--- config.mk ---
export PLATFORM = sky130hd
export DESIGN_NAME = utf8_cjk_detector_top_flat
export DESIGN_NICKNAME = d
export VERILOG_FILES = /design/src/rtl/u8cjk_pkg.sv /design/src/rtl/u8cjk_if.sv /design/src/rtl/utf8_cjk_detector_top.sv /design/src/rtl/u8cjk_decoder.sv /design/src/flat_wrapper.sv
export SDC_FILE = /design/constraint.sdc
export NUM_CORES = 1
export LEC_CHECK = 0
export BUFFER_PORTS_ARGS = -buffer_cell sky130_fd_sc_hd__buf_2
export CORE_AREA = 4 4 71 73
export DETAILED_ROUTE_END_ITERATION = 6
export DIE_AREA = 0 0 75 77
export GPL_TIMING_DRIVEN = 0
export PLACE_DENSITY = 0.67
export SLEW_MARGIN = 30
export SYNTH_ARGS = -nofsm -noshare
export SYNTH_HDL_FRONTEND = slang
export SYNTH_SLANG_ARGS = --single-unit
--- constraint.sdc ---
create_clock -name clk -period 2.65 [get_ports clk]
set_input_delay 0.265 -clock clk [delete_from_list [all_inputs] [get_ports clk]]
set_output_delay 0.265 -clock clk [all_outputs]
set_load 0.02 [all_outputs]
--- src/rtl/u8cjk_pkg.sv ---
// ----------------------------------------------------------------------------
// u8cjk_pkg: shared types and constants for the UTF-8 CJK detector
// Holds the field widths, the decoder status type and the range classifier.
// ----------------------------------------------------------------------------
package u8cjk_pkg;

    localparam int BYTE_W = 8;
    localparam int CP_W   = 21;
    localparam int REM_W  = 2;
    localparam int LEN_W  = 3;

    localparam logic [BYTE_W-1:0] TERMINATOR = 8'h00;

    // Sequence lengths written into the length register.
    localparam logic [LEN_W-1:0] LEN_NONE  = 3'd0;
    localparam logic [LEN_W-1:0] LEN_TWO   = 3'd2;
    localparam logic [LEN_W-1:0] LEN_THREE = 3'd3;
    localparam logic [LEN_W-1:0] LEN_FOUR  = 3'd4;

    // CJK code point ranges, inclusive.
    localparam logic [CP_W-1:0] KANA_LO    = 21'h003040;
    localparam logic [CP_W-1:0] KANA_HI    = 21'h0030FF;
    localparam logic [CP_W-1:0] UNIFIED_LO = 21'h003400;
    localparam logic [CP_W-1:0] UNIFIED_HI = 21'h009FFF;
    localparam logic [CP_W-1:0] HANGUL_LO  = 21'h00AC00;
    localparam logic [CP_W-1:0] HANGUL_HI  = 21'h00D7AF;
    localparam logic [CP_W-1:0] COMPAT_LO  = 21'h00F900;
    localparam logic [CP_W-1:0] COMPAT_HI  = 21'h00FAFF;
    localparam logic [CP_W-1:0] EXT_BF_LO  = 21'h020000;
    localparam logic [CP_W-1:0] EXT_BF_HI  = 21'h02EBEF;
    localparam logic [CP_W-1:0] COMPSUP_LO = 21'h02F800;
    localparam logic [CP_W-1:0] COMPSUP_HI = 21'h02FA1F;
    localparam logic [CP_W-1:0] EXT_GH_LO  = 21'h030000;
    localparam logic [CP_W-1:0] EXT_GH_HI  = 21'h0323AF;

    // What the decoder reports for the byte it consumes in a cycle.
    typedef struct packed {
        logic terminated;  // the byte was the string terminator
        logic has_cjk;     // flag value to deliver when terminated
        logic found;       // current sticky hit flag
    } dec_status_t;

    function automatic logic in_cjk_range(input logic [CP_W-1:0] cp);
        logic hit;
        hit = ((cp >= KANA_LO)    && (cp <= KANA_HI))
           || ((cp >= UNIFIED_LO) && (cp <= UNIFIED_HI))
           || ((cp >= HANGUL_LO)  && (cp <= HANGUL_HI))
           || ((cp >= COMPAT_LO)  && (cp <= COMPAT_HI))
           || ((cp >= EXT_BF_LO)  && (cp <= EXT_BF_HI))
           || ((cp >= COMPSUP_LO) && (cp <= COMPSUP_HI))
           || ((cp >= EXT_GH_LO)  && (cp <= EXT_GH_HI));
        return hit;
    endfunction

endpackage

--- src/rtl/u8cjk_if.sv ---
// ----------------------------------------------------------------------------
// u8cjk channel interfaces
// Valid/ready channels for text bytes in and detection flags out.
// ----------------------------------------------------------------------------
interface u8cjk_byte_if;
    logic                          valid;
    logic                          ready;
    logic [u8cjk_pkg::BYTE_W-1:0] text_byte;

    modport source (output valid, output text_byte, input ready);
    modport sink   (input valid, input text_byte, output ready);
endinterface

interface u8cjk_flag_if;
    logic valid;
    logic ready;
    logic has_cjk;

    modport source (output valid, output has_cjk, input ready);
    modport sink   (input valid, input has_cjk, output ready);
endinterface

--- src/rtl/utf8_cjk_detector_top.sv ---
// ----------------------------------------------------------------------------
// utf8_cjk_detector_top: UTF-8 string scanner with CJK code point detection
// Decodes a zero-terminated UTF-8 byte stream and reports per string whether
// any complete three- or four-byte code point lies in a CJK range.
// ----------------------------------------------------------------------------
//
//  Channel   Dir   Payload            Beats
//  text      in    text_byte [7:0]    one per string byte, 0 ends the string
//  result    out   has_cjk            one per terminator byte
//
// Throughput, set by the decoder state loop, is one byte per cycle unless a
// terminator stalls the input stage; the loop updates sequence state and the
// sticky flag for each byte it consumes. A byte is held in an input register,
// then decoded; a terminator's result is written into the output buffer,
// from which the sink takes it.
// Results go to a two-entry output buffer. Only a terminator can stall the
// input stage, and only when both entries still wait for the sink.
// Reset (rst_n, asynchronous, active low) clears all sequence state, the
// flag and all valid bits.
module utf8_cjk_detector_top
(
    input  logic                clk,
    input  logic                rst_n,
    u8cjk_byte_if.sink          text,
    u8cjk_flag_if.source        result
);

    // Input register stage.
    logic                          stage_valid_reg;
    logic [u8cjk_pkg::BYTE_W-1:0] stage_byte_reg;
    logic                          stage_fire;

    // Output buffer: a head register and a skid entry behind it.
    logic out_valid_reg;
    logic out_flag_reg;
    logic skid_valid_reg;
    logic skid_flag_reg;

    logic                   push;
    logic                   pop;
    u8cjk_pkg::dec_status_t status;

    // Nonzero bytes produce no result and never need buffer room.
    assign stage_fire = stage_valid_reg
                     && ((stage_byte_reg != u8cjk_pkg::TERMINATOR) || !skid_valid_reg);
    assign text.ready = !stage_valid_reg || stage_fire;

    always_ff @(posedge clk or negedge rst_n)
    begin
        if (!rst_n)
        begin
            stage_valid_reg <= 1'b0;
        end
        else if (text.ready)
        begin
            stage_valid_reg <= text.valid;
        end
    end

    always_ff @(posedge clk)
    begin
        if (text.ready && text.valid)
        begin
            stage_byte_reg <= text.text_byte;
        end
    end

    u8cjk_decoder u_decoder
    (
        .clk       (clk),
        .rst_n     (rst_n),
        .fire      (stage_fire),
        .text_byte (stage_byte_reg),
        .status    (status)
    );

    assign push = stage_fire && status.terminated;
    assign pop  = out_valid_reg && result.ready;

    // The skid entry is always the younger one, so it moves to the head
    // whenever the head beat is taken.
    always_ff @(posedge clk or negedge rst_n)
    begin
        if (!rst_n)
        begin
            out_valid_reg  <= 1'b0;
            skid_valid_reg <= 1'b0;
        end
        else
        begin
            if (pop)
            begin
                if (skid_valid_reg)
                begin
                    skid_valid_reg <= push;
                end
                else
                begin
                    out_valid_reg <= push;
                end
            end
            else if (push)
            begin
                if (out_valid_reg)
                begin
                    skid_valid_reg <= 1'b1;
                end
                else
                begin
                    out_valid_reg <= 1'b1;
                end
            end
        end
    end

    always_ff @(posedge clk)
    begin
        if (pop && skid_valid_reg)
        begin
            out_flag_reg <= skid_flag_reg;
        end
        else if (push && (!out_valid_reg || pop))
        begin
            out_flag_reg <= status.has_cjk;
        end
        if (push && ((out_valid_reg && !pop) || (pop && skid_valid_reg)))
        begin
            skid_flag_reg <= status.has_cjk;
        end
    end

    assign result.valid   = out_valid_reg;
    assign result.has_cjk = out_flag_reg;

    // The skid entry is only ever filled behind a waiting head beat.
    a_skid_behind_head: assert property (@(posedge clk) disable iff (!rst_n)
        skid_valid_reg |-> out_valid_reg)
        else $error("skid entry valid without a head beat");

    // A terminator consumed by the decoder always yields a visible result.
    a_push_shows: assert property (@(posedge clk) disable iff (!rst_n)
        push |=> out_valid_reg)
        else $error("terminator consumed but no result pending");

    // The hit flag starts from zero for every new string.
    a_flag_cleared: assert property (@(posedge clk) disable iff (!rst_n)
        push |=> !status.found)
        else $error("hit flag survived a terminator");

    // A terminator is never consumed while the buffer is full.
    a_no_overflow: assert property (@(posedge clk) disable iff (!rst_n)
        (push && skid_valid_reg) |-> pop)
        else $error("result pushed into a full buffer");

endmodule

--- src/rtl/u8cjk_decoder.sv ---
// ----------------------------------------------------------------------------
// u8cjk_decoder: UTF-8 sequence state and CJK classification
// Consumes one byte per enabled cycle and keeps the open sequence and hit flag.
// ----------------------------------------------------------------------------
module u8cjk_decoder
(
    input  logic                          clk,
    input  logic                          rst_n,
    input  logic                          fire,
    input  logic [u8cjk_pkg::BYTE_W-1:0] text_byte,
    output u8cjk_pkg::dec_status_t        status
);

    logic [u8cjk_pkg::REM_W-1:0] rem_reg, rem_next;
    logic [u8cjk_pkg::LEN_W-1:0] len_reg, len_next;
    logic [u8cjk_pkg::CP_W-1:0]  acc_reg, acc_next;
    logic                        found_reg, found_next;

    logic                        is_cont;
    logic [u8cjk_pkg::CP_W-1:0]  acc_shift;
    logic [u8cjk_pkg::REM_W-1:0] rem_dec;
    logic                        long_seq;

    assign is_cont   = (text_byte[7:6] == 2'b10);
    assign acc_shift = {acc_reg[u8cjk_pkg::CP_W-7:0], text_byte[5:0]};
    assign rem_dec   = rem_reg - 2'd1;
    assign long_seq  = (len_reg == u8cjk_pkg::LEN_THREE) || (len_reg == u8cjk_pkg::LEN_FOUR);

    always_comb
    begin
        rem_next   = rem_reg;
        len_next   = len_reg;
        acc_next   = acc_reg;
        found_next = found_reg;
        if (text_byte == u8cjk_pkg::TERMINATOR)
        begin
            rem_next   = '0;
            len_next   = u8cjk_pkg::LEN_NONE;
            acc_next   = '0;
            found_next = 1'b0;
        end
        else if ((rem_reg != '0) && is_cont)
        begin
            if (rem_dec == '0)
            begin
                // Last continuation byte: classify and close the sequence.
                if (long_seq && u8cjk_pkg::in_cjk_range(acc_shift))
                begin
                    found_next = 1'b1;
                end
                rem_next = '0;
                len_next = u8cjk_pkg::LEN_NONE;
                acc_next = '0;
            end
            else
            begin
                rem_next = rem_dec;
                acc_next = acc_shift;
            end
        end
        else
        begin
            // No sequence open, or a broken one that is dropped here.
            rem_next = '0;
            len_next = u8cjk_pkg::LEN_NONE;
            acc_next = '0;
            if (text_byte[7:5] == 3'b110)
            begin
                acc_next = {{(u8cjk_pkg::CP_W-5){1'b0}}, text_byte[4:0]};
                len_next = u8cjk_pkg::LEN_TWO;
                rem_next = 2'd1;
            end
            else if (text_byte[7:4] == 4'b1110)
            begin
                acc_next = {{(u8cjk_pkg::CP_W-4){1'b0}}, text_byte[3:0]};
                len_next = u8cjk_pkg::LEN_THREE;
                rem_next = 2'd2;
            end
            else if (text_byte[7:3] == 5'b11110)
            begin
                acc_next = {{(u8cjk_pkg::CP_W-3){1'b0}}, text_byte[2:0]};
                len_next = u8cjk_pkg::LEN_FOUR;
                rem_next = 2'd3;
            end
        end
    end

    always_ff @(posedge clk or negedge rst_n)
    begin
        if (!rst_n)
        begin
            rem_reg   <= '0;
            len_reg   <= u8cjk_pkg::LEN_NONE;
            acc_reg   <= '0;
            found_reg <= 1'b0;
        end
        else if (fire)
        begin
            rem_reg   <= rem_next;
            len_reg   <= len_next;
            acc_reg   <= acc_next;
            found_reg <= found_next;
        end
    end

    assign status.terminated = (text_byte == u8cjk_pkg::TERMINATOR);
    assign status.has_cjk    = found_reg;
    assign status.found      = found_reg;

endmodule

--- src/flat_wrapper.sv ---
// flat-port wrapper written by rule: the top's interface ports become plain ports
module utf8_cjk_detector_top_flat 
  (clk, rst_n, text_valid, text_text_byte, text_ready, result_valid, result_has_cjk, result_ready);
  u8cjk_byte_if text_i ();
  u8cjk_flag_if result_i ();
  input  logic clk;
  input  logic rst_n;
  input wire logic [$bits(text_i.valid)-1:0] text_valid;
  input wire logic [$bits(text_i.text_byte)-1:0] text_text_byte;
  output wire logic [$bits(text_i.ready)-1:0] text_ready;
  output wire logic [$bits(result_i.valid)-1:0] result_valid;
  output wire logic [$bits(result_i.has_cjk)-1:0] result_has_cjk;
  input wire logic [$bits(result_i.ready)-1:0] result_ready;
  assign text_i.valid = text_valid;
  assign text_i.text_byte = text_text_byte;
  assign text_ready = text_i.ready;
  assign result_valid = result_i.valid;
  assign result_has_cjk = result_i.has_cjk;
  assign result_i.ready = result_ready;
  utf8_cjk_detector_top u_core (.clk(clk), .rst_n(rst_n), .text(text_i), .result(result_i));
endmodule
**After elaboration in Yosys (flattened, before gate mapping)**

Index checks and enable logic that the tools add are counted.

- Output and inout port bits: 3
- Word-level logic and storage cells: 110
- Bits of input ports: 12
- Flip-flop bits (word level): 34

- Multiplexer cells: 31
- Reductions and logical operators: 46
- $lt $le $gt $ge: 14
- Add/subtract/negate cells: 1
- Eq/ne operators: 8

Operators by type and width:

| cell | number |
|---|---|
| $ge A21 B18 Y1 const B | 3 |
| $le A21 B16 Y1 const B | 3 |
| $le A21 B18 Y1 const B | 3 |
| $mux W15 | 3 |
| $ge A21 B14 Y1 const B | 2 |
| $ge A21 B16 Y1 const B | 2 |
| $le A21 B14 Y1 const B | 1 |
| $mux W3 | 7 |
| $logic_and A1 B1 Y1 | 17 |
| $reduce_bool A2 Y1 | 7 |
| $mux W1 | 13 |
| $mux W2 | 6 |
| $logic_or A1 B1 Y1 | 11 |
| $logic_not A8 Y1 | 1 |
| $reduce_bool A8 Y1 | 1 |
| $eq A3 B3 Y1 const B | 2 |
| $reduce_and A2 Y1 | 3 |
| $eq A5 B5 Y1 const B | 1 |
| $mux W5 | 1 |
| $eq A4 B4 Y1 const B | 1 |
| $logic_not A1 Y1 | 4 |
| $mux W4 | 1 |
| $reduce_and A4 Y1 | 1 |
| $eq A3 B2 Y1 const B | 1 |
| other kinds (5) | 5 |

**Logic depth before layout (Yosys ltp)**

- Depth in word-level cells: 13
- Mapped depth: 7
- Depth with buffers taken out: 6

**Modules after synthesis**

Synthesis repeated with hierarchy kept, for this count alone.

- Cell total of the unflattened synthesis: 226
- Area, all modules: 2067.0 um^2

Modules (own cells, without submodules):

| module | area an instance (um^2) | seq. area each (um^2) | cells an instance | instances |
|---|---|---|---|---|
| u8cjk_decoder | 1529.0 | 525.5 | 190 | 1 |
| utf8_cjk_detector_top | 538.0 | 375.4 | 36 | 1 |

**Worst setup path after synthesis**

Ideal clock, no wire load.

- Path type: register to register
- Start point: reg u_core.stage_byte_reg[3] in the netlist's numbering
- End point: reg u_core.stage_byte_reg[0] in the netlist's numbering, enable pin
- Library setup time: 277 ps
- Path slack: 669 ps
- Data required time: 2373 ps
- Stages on the path, launching flop included: 5
- Arrival: 1704 ps
- Buffers on the path: 0
- Period minus slack after synthesis: 1981 ps
- Path through: edfxtp_1 or4_1 nor2_2 nand3_1 and2_1

- Longest elaborated chain between the ends: 5

Ends and longest elaborated chain:

| what | line | source |
|---|---|---|
| start: declaration | utf8_cjk_detector_top.sv:30 | `logic [u8cjk_pkg::BYTE_W-1:0] stage_byte_reg;` |
| start signal: assignment | utf8_cjk_detector_top.sv:64 | `stage_byte_reg <= text.text_byte;` |
| $reduce_bool A8 Y1 | utf8_cjk_detector_top.sv:45 | `&& ((stage_byte_reg != u8cjk_pkg::TERMINATOR) \|\| !skid_valid_reg);` |
| $logic_or A1 B1 Y1 | utf8_cjk_detector_top.sv:45 |  |
| $logic_and A1 B1 Y1 | utf8_cjk_detector_top.sv:45 |  |
| $logic_or A1 B1 Y1 | utf8_cjk_detector_top.sv:46 | `assign text.ready = !stage_valid_reg \|\| stage_fire;` |
| named net text_ready | flat_wrapper.sv:10 | `output wire logic [$bits(text_i.ready)-1:0] text_ready;` |
| $logic_and A1 B1 Y1 | utf8_cjk_detector_top.sv:62 | `if (text.ready && text.valid)` |

The timed path passes the listed nets, and every way through them passes these cells.
A chain may end at the register's enable or synchronous reset.

**Worst setup path after layout**

- Start point: reg u_core.u_decoder.rem_reg[0] in the netlist's numbering
- End point: reg u_core.u_decoder.len_reg[1] in the netlist's numbering

- Longest elaborated chain between the ends: 4
- Elaborated cells between the ends (all ways): 8
- Classes of those cells: add/sub: 1; eq/ne: 1; mux: 2; reduce/logical: 4

Ends and longest elaborated chain:

| what | line | source |
|---|---|---|
| start: declaration | u8cjk_decoder.sv:14 | `logic [u8cjk_pkg::REM_W-1:0] rem_reg, rem_next;` |
| start signal: assignment | u8cjk_decoder.sv:99 | `rem_reg <= rem_next;` |
| $sub A2 B1 Y2 or $reduce_bool A2 Y1 (tied branches) | u8cjk_decoder.sv:26, u8cjk_decoder.sv:42 |  |
| $logic_not A2 Y1 or $logic_and A1 B1 Y1 (tied branches) | u8cjk_decoder.sv:44, u8cjk_decoder.sv:42 |  |
| $ne A3 B1 Y1 (no source line) or $mux W3 (tied branches) | - |  |
| $reduce_and A2 Y1 (no source line) or $mux W3 (tied branches) | - |  |
| end signal: assignment | u8cjk_decoder.sv:93 | `len_reg <= u8cjk_pkg::LEN_NONE;` |
| end signal: assignment | u8cjk_decoder.sv:100 | `len_reg <= len_next;` |
| end: declaration | u8cjk_decoder.sv:15 | `logic [u8cjk_pkg::LEN_W-1:0] len_reg, len_next;` |

Parallel ways exist; a longest one is shown, timed or not.

==> results.md <==
- The flow ran to the end, and the final reports show no timing, DRC or antenna violations.
- In this run, distinct cell masters in the synthesized netlist total 48.
- The startpoint-to-endpoint class of the critical path is reg2reg.
- The cell count after synthesis is 203.
- The number of maximum-capacitance violations is 0.
- The commonest cells after synthesis are 36 x sky130_fd_sc_hd__nand2_1, 25 x sky130_fd_sc_hd__o21ai_0, 24 x sky130_fd_sc_hd__dfrtp_1.
- The sum of negative setup slack is 0 ns.
- In this run the power density over the cells is roughly 600 nW/µm².
- The post-DP HPWL is 2820 µm.
- CTS built an H-tree with a depth of 2.
- The number of DRC markers in iteration 0 is 155.
- The yosys synthesis warning count is 0.
- In this run the worst hold path is classified as in2reg.
- The floorplan has 24 rows.
- The worst endpoint required time is 2.83 ns.
- The register with the most flip-flops in the layout has 15 of them.
- The time the final worst path needs with I/O delays and setup is 2.20 ns.
- In the synthesized netlist the dominant register cell turns out to be sky130_fd_sc_hd__dfrtp_1.
- Of the cells placed in the final design, the portion with a size suffix greater than 1 is around a fifth.
- The most common cell in the netlist is sky130_fd_sc_hd__nand2_1.
- The number of buffers added by the clock tree synthesis step is 5.
- The overall die height is a little under 80 µm.
- At the end of routability-driven placement, the weighted congestion stood at between 0.8 and 0.9.
- The global-route total usage across every layer is 15.8%.
- The diode insertion count for antenna repair is 0.
- The total congestion overflow after global routing is 0.
- The largest total area in the synthesized netlist belongs to sky130_fd_sc_hd__dfrtp_1.
- The sequential area share after synthesis is 49.0%.
- The via count of the first global-routing pass is about 1500.
- The initial antenna violation count is 0.
- The number of iterations in the first detailed-routing pass is 4.
- At the pin with the least slew margin, the transition time is ~0.63 ns.
- Post-CTS timing repair inserted 0 buffers for setup.
- The final critical path takes up roughly 83% of the cycle.
- The final layout contains 239 nets.
- The count of vias placed by the detailed router is 1566.
- Setup repair after global routing left no endpoint under its margin.
- The buffer levels on the longest clock path is 2.
- In this run the horizontal extent of the chip is 75 µm.
- The area of the core region is 4350 µm².
- The average vias per placed instance is 5.63.
- The number of hold buffers added after CTS is 1.
- The number of I/O port buffers is 14.
- By area the synthesized netlist is led by sky130_fd_sc_hd__dfrtp_1 33%, sky130_fd_sc_hd__edfxtp_1 16%, sky130_fd_sc_hd__nand2_1 7.4%, sky130_fd_sc_hd__o21ai_0 6.8%, sky130_fd_sc_hd__a21oi_1 3.0%.
- The worst setup path is launched from a flip-flop.
- The pin count of the biggest net entering global routing is 25.
- 15 I/O pins were placed.
- In this run, synthesis inferred 10 flip-flops with an integrated enable.
- For this run, asynchronously set or reset flops after synthesis account for between 70 and 80%.
- The peak clock frequency supported by timing is 454 MHz.
- The area of the mapped netlist is 1840 µm².
- The mean post-synth cell area is 9.05 µm².
- The routed length on met1 is 1840 µm.
- Clock-pin slew was measured on the worst setup and hold paths at 0.07 ns.
- The critical path endpoint category is a flip-flop.
- The initial utilization of the core area, before any placement, comes to 42.2%.
- The reported leakage power is around 0.00086 µW.
- Setup violations remaining at the end of the flow were counted as 0.
- The worst pin sits at a relative slew slack of ~57%.
- CTS saw 34 sinks.
- The count of final hold-check violations is 0.
- The routed length on met2 is 1900 µm.
- The die covers 5780 µm².
- The clock skew after layout is 0.00970 ns.
- The first global-routing pass estimated 7120 µm of wire.
- Routed signal wires occupy layers up through met4.
- The clock latency reported for the late side of the worst-skew pair is between 0.2 and 0.3 ns.
- The register bit total from synthesis is 34.
- The worst IR drop on VDD is 0.354 mV.
- Leaving out filler cells and counting taps, the final layout contains 278.
- Including well taps, the total number of placed cells is 269.
- In the final routed layout, each cell accounts on average for 14.4 µm.
- The number of nets in the synthesized netlist is 217.
- Cells fill 48.6% of the core in the end.
- The post-cts repair resize count is 0.
- Wire segments on met3 add up to 188 µm in the final route.
- The area growth from synthesis to layout is 15.1%.
- After detailed routing, the number of remaining DRC violations is 0.
- The proportion of netlist area held by the largest area contributor is 32.7%.
- The buffer type at the clock tree root is sky130_fd_sc_hd__clkbuf_8.
- The maximum fanout along the worst path is 8.
- Wires add up to 3990 µm.
- The count of antenna-violating nets left after detailed routing is 0.
- TritonCTS built the clock tree.
- The count of final max-slew check failures came to 0.
- The arrival time reported for the critical path endpoint is 2.38 ns.
[worst max-delay path, cell delays in order, from the launching register on]
cell and delay [ns]:
sky130_fd_sc_hd__dfrtp_1 0.37, sky130_fd_sc_hd__inv_1 0.07, sky130_fd_sc_hd__ha_1 0.20, sky130_fd_sc_hd__or3b_2 0.48, sky130_fd_sc_hd__nor2_1 0.41, sky130_fd_sc_hd__or2_2 0.23
sky130_fd_sc_hd__mux2_2 0.33
[cells in the final DEF, fill, tap and decap left out, types with 3 or more instances in the layout]
cell | Yosys | routed
sky130_fd_sc_hd__nand3_1 | 7 | 7
sky130_fd_sc_hd__a21oi_1 | 11 | 11
sky130_fd_sc_hd__a31oi_1 | 4 | 4
sky130_fd_sc_hd__edfxtp_1 | 10 | 10
sky130_fd_sc_hd__nor3_1 | 5 | 5
sky130_fd_sc_hd__o21ai_0 | 25 | 25
sky130_fd_sc_hd__nand2_1 | 36 | 36
sky130_fd_sc_hd__buf_4 | 5 | 5
sky130_fd_sc_hd__clkbuf_1 | 4 | 4
sky130_fd_sc_hd__inv_1 | 4 | 4
sky130_fd_sc_hd__nor2_1 | 14 | 14
sky130_fd_sc_hd__buf_2 | 7 | 21
sky130_fd_sc_hd__o41ai_1 | 3 | 3
sky130_fd_sc_hd__nand4_1 | 3 | 3
sky130_fd_sc_hd__dfrtp_1 | 24 | 24
sky130_fd_sc_hd__clkbuf_8 | 0 | 5
[cell type report]
class | count | area [µm²]
plain buffers | 16 | 87.6
clock buffers | 5 | 68.8
clock inverters | 3 | 63.8
fillers | 418 | 2240
inverters | 4 | 15.0
multi-input cells | 149 | 835
flip-flops and latches | 34 | 901
well taps | 52 | 65.1
repair buffers | 15 | 80.1
[power by group]
group          internal (µW)  total (µW)  switching, µW
logic                   46.1         124           78.1
registers                564         582           18.1
clock network            372         561            189
total                    983        1270            285
[kinds of logic after synthesis]
group                    share of synthesized area, %
multiplexers                                     1.23
AO/OA/AOI/OAI                                    19.3
XOR/XNOR                                        0.477
buffers and inverters                            5.58
adder cells (fa/ha/maj)                          1.36
flip-flops                                       49.0
AND/OR/NAND/NOR                                  23.1
[layer usage]
| layer | vias to the layer above | GRT usage [%] |
|---|---|---|
| met1 | 745 | 21.1 |
| met2 | 39 | 24.2 |
| met3 | 8 | 3.92 |
| met5 | - | 0 |
| li1 | 774 | - |
| met4 | 0 | 6.05 |
[path summary, 6_finish.rpt]
kind / from / endpoint / slack, ns / cells past startpoint
min in group asynchronous: rst_n / u_core.u_decoder.acc_reg[12]$_DFFE_PN0P_ / 0.49 / 2
setup / recovery: u_core.u_decoder.rem_reg[0]$_DFFE_PN0P_ / u_core.u_decoder.len_reg[1]$_DFFE_PN0P_ / 0.45 / 6
setup reg to reg: u_core.u_decoder.rem_reg[0]$_DFFE_PN0P_ / u_core.u_decoder.len_reg[1]$_DFFE_PN0P_ / 0.45 / 6
hold reg to reg: u_core.u_decoder.acc_reg[11]$_DFFE_PN0P_ / u_core.u_decoder.acc_reg[11]$_DFFE_PN0P_ / 0.50 / 2
max in group asynchronous: rst_n / u_core.u_decoder.acc_reg[1]$_DFFE_PN0P_ / 1.79 / 2
hold / removal: text_text_byte[7] / u_core.stage_byte_reg[7]$_DFFE_PP_ / 0.15 / 1
[per-stage QoR]
step	hold slack (ns)	cell area, µm²	power (µW)	worst slack [ns]
floorplan	-0.0306	1840	672	0.669
global placement	0.286	1970	713	0.540
detailed placement	0.291	1970	716	0.533
CTS	0.143	2120	1280	0.465
global route	0.135	2120	1330	0.293
finish	0.150	2120	1270	0.448
(Power assumes the default switching activity.)
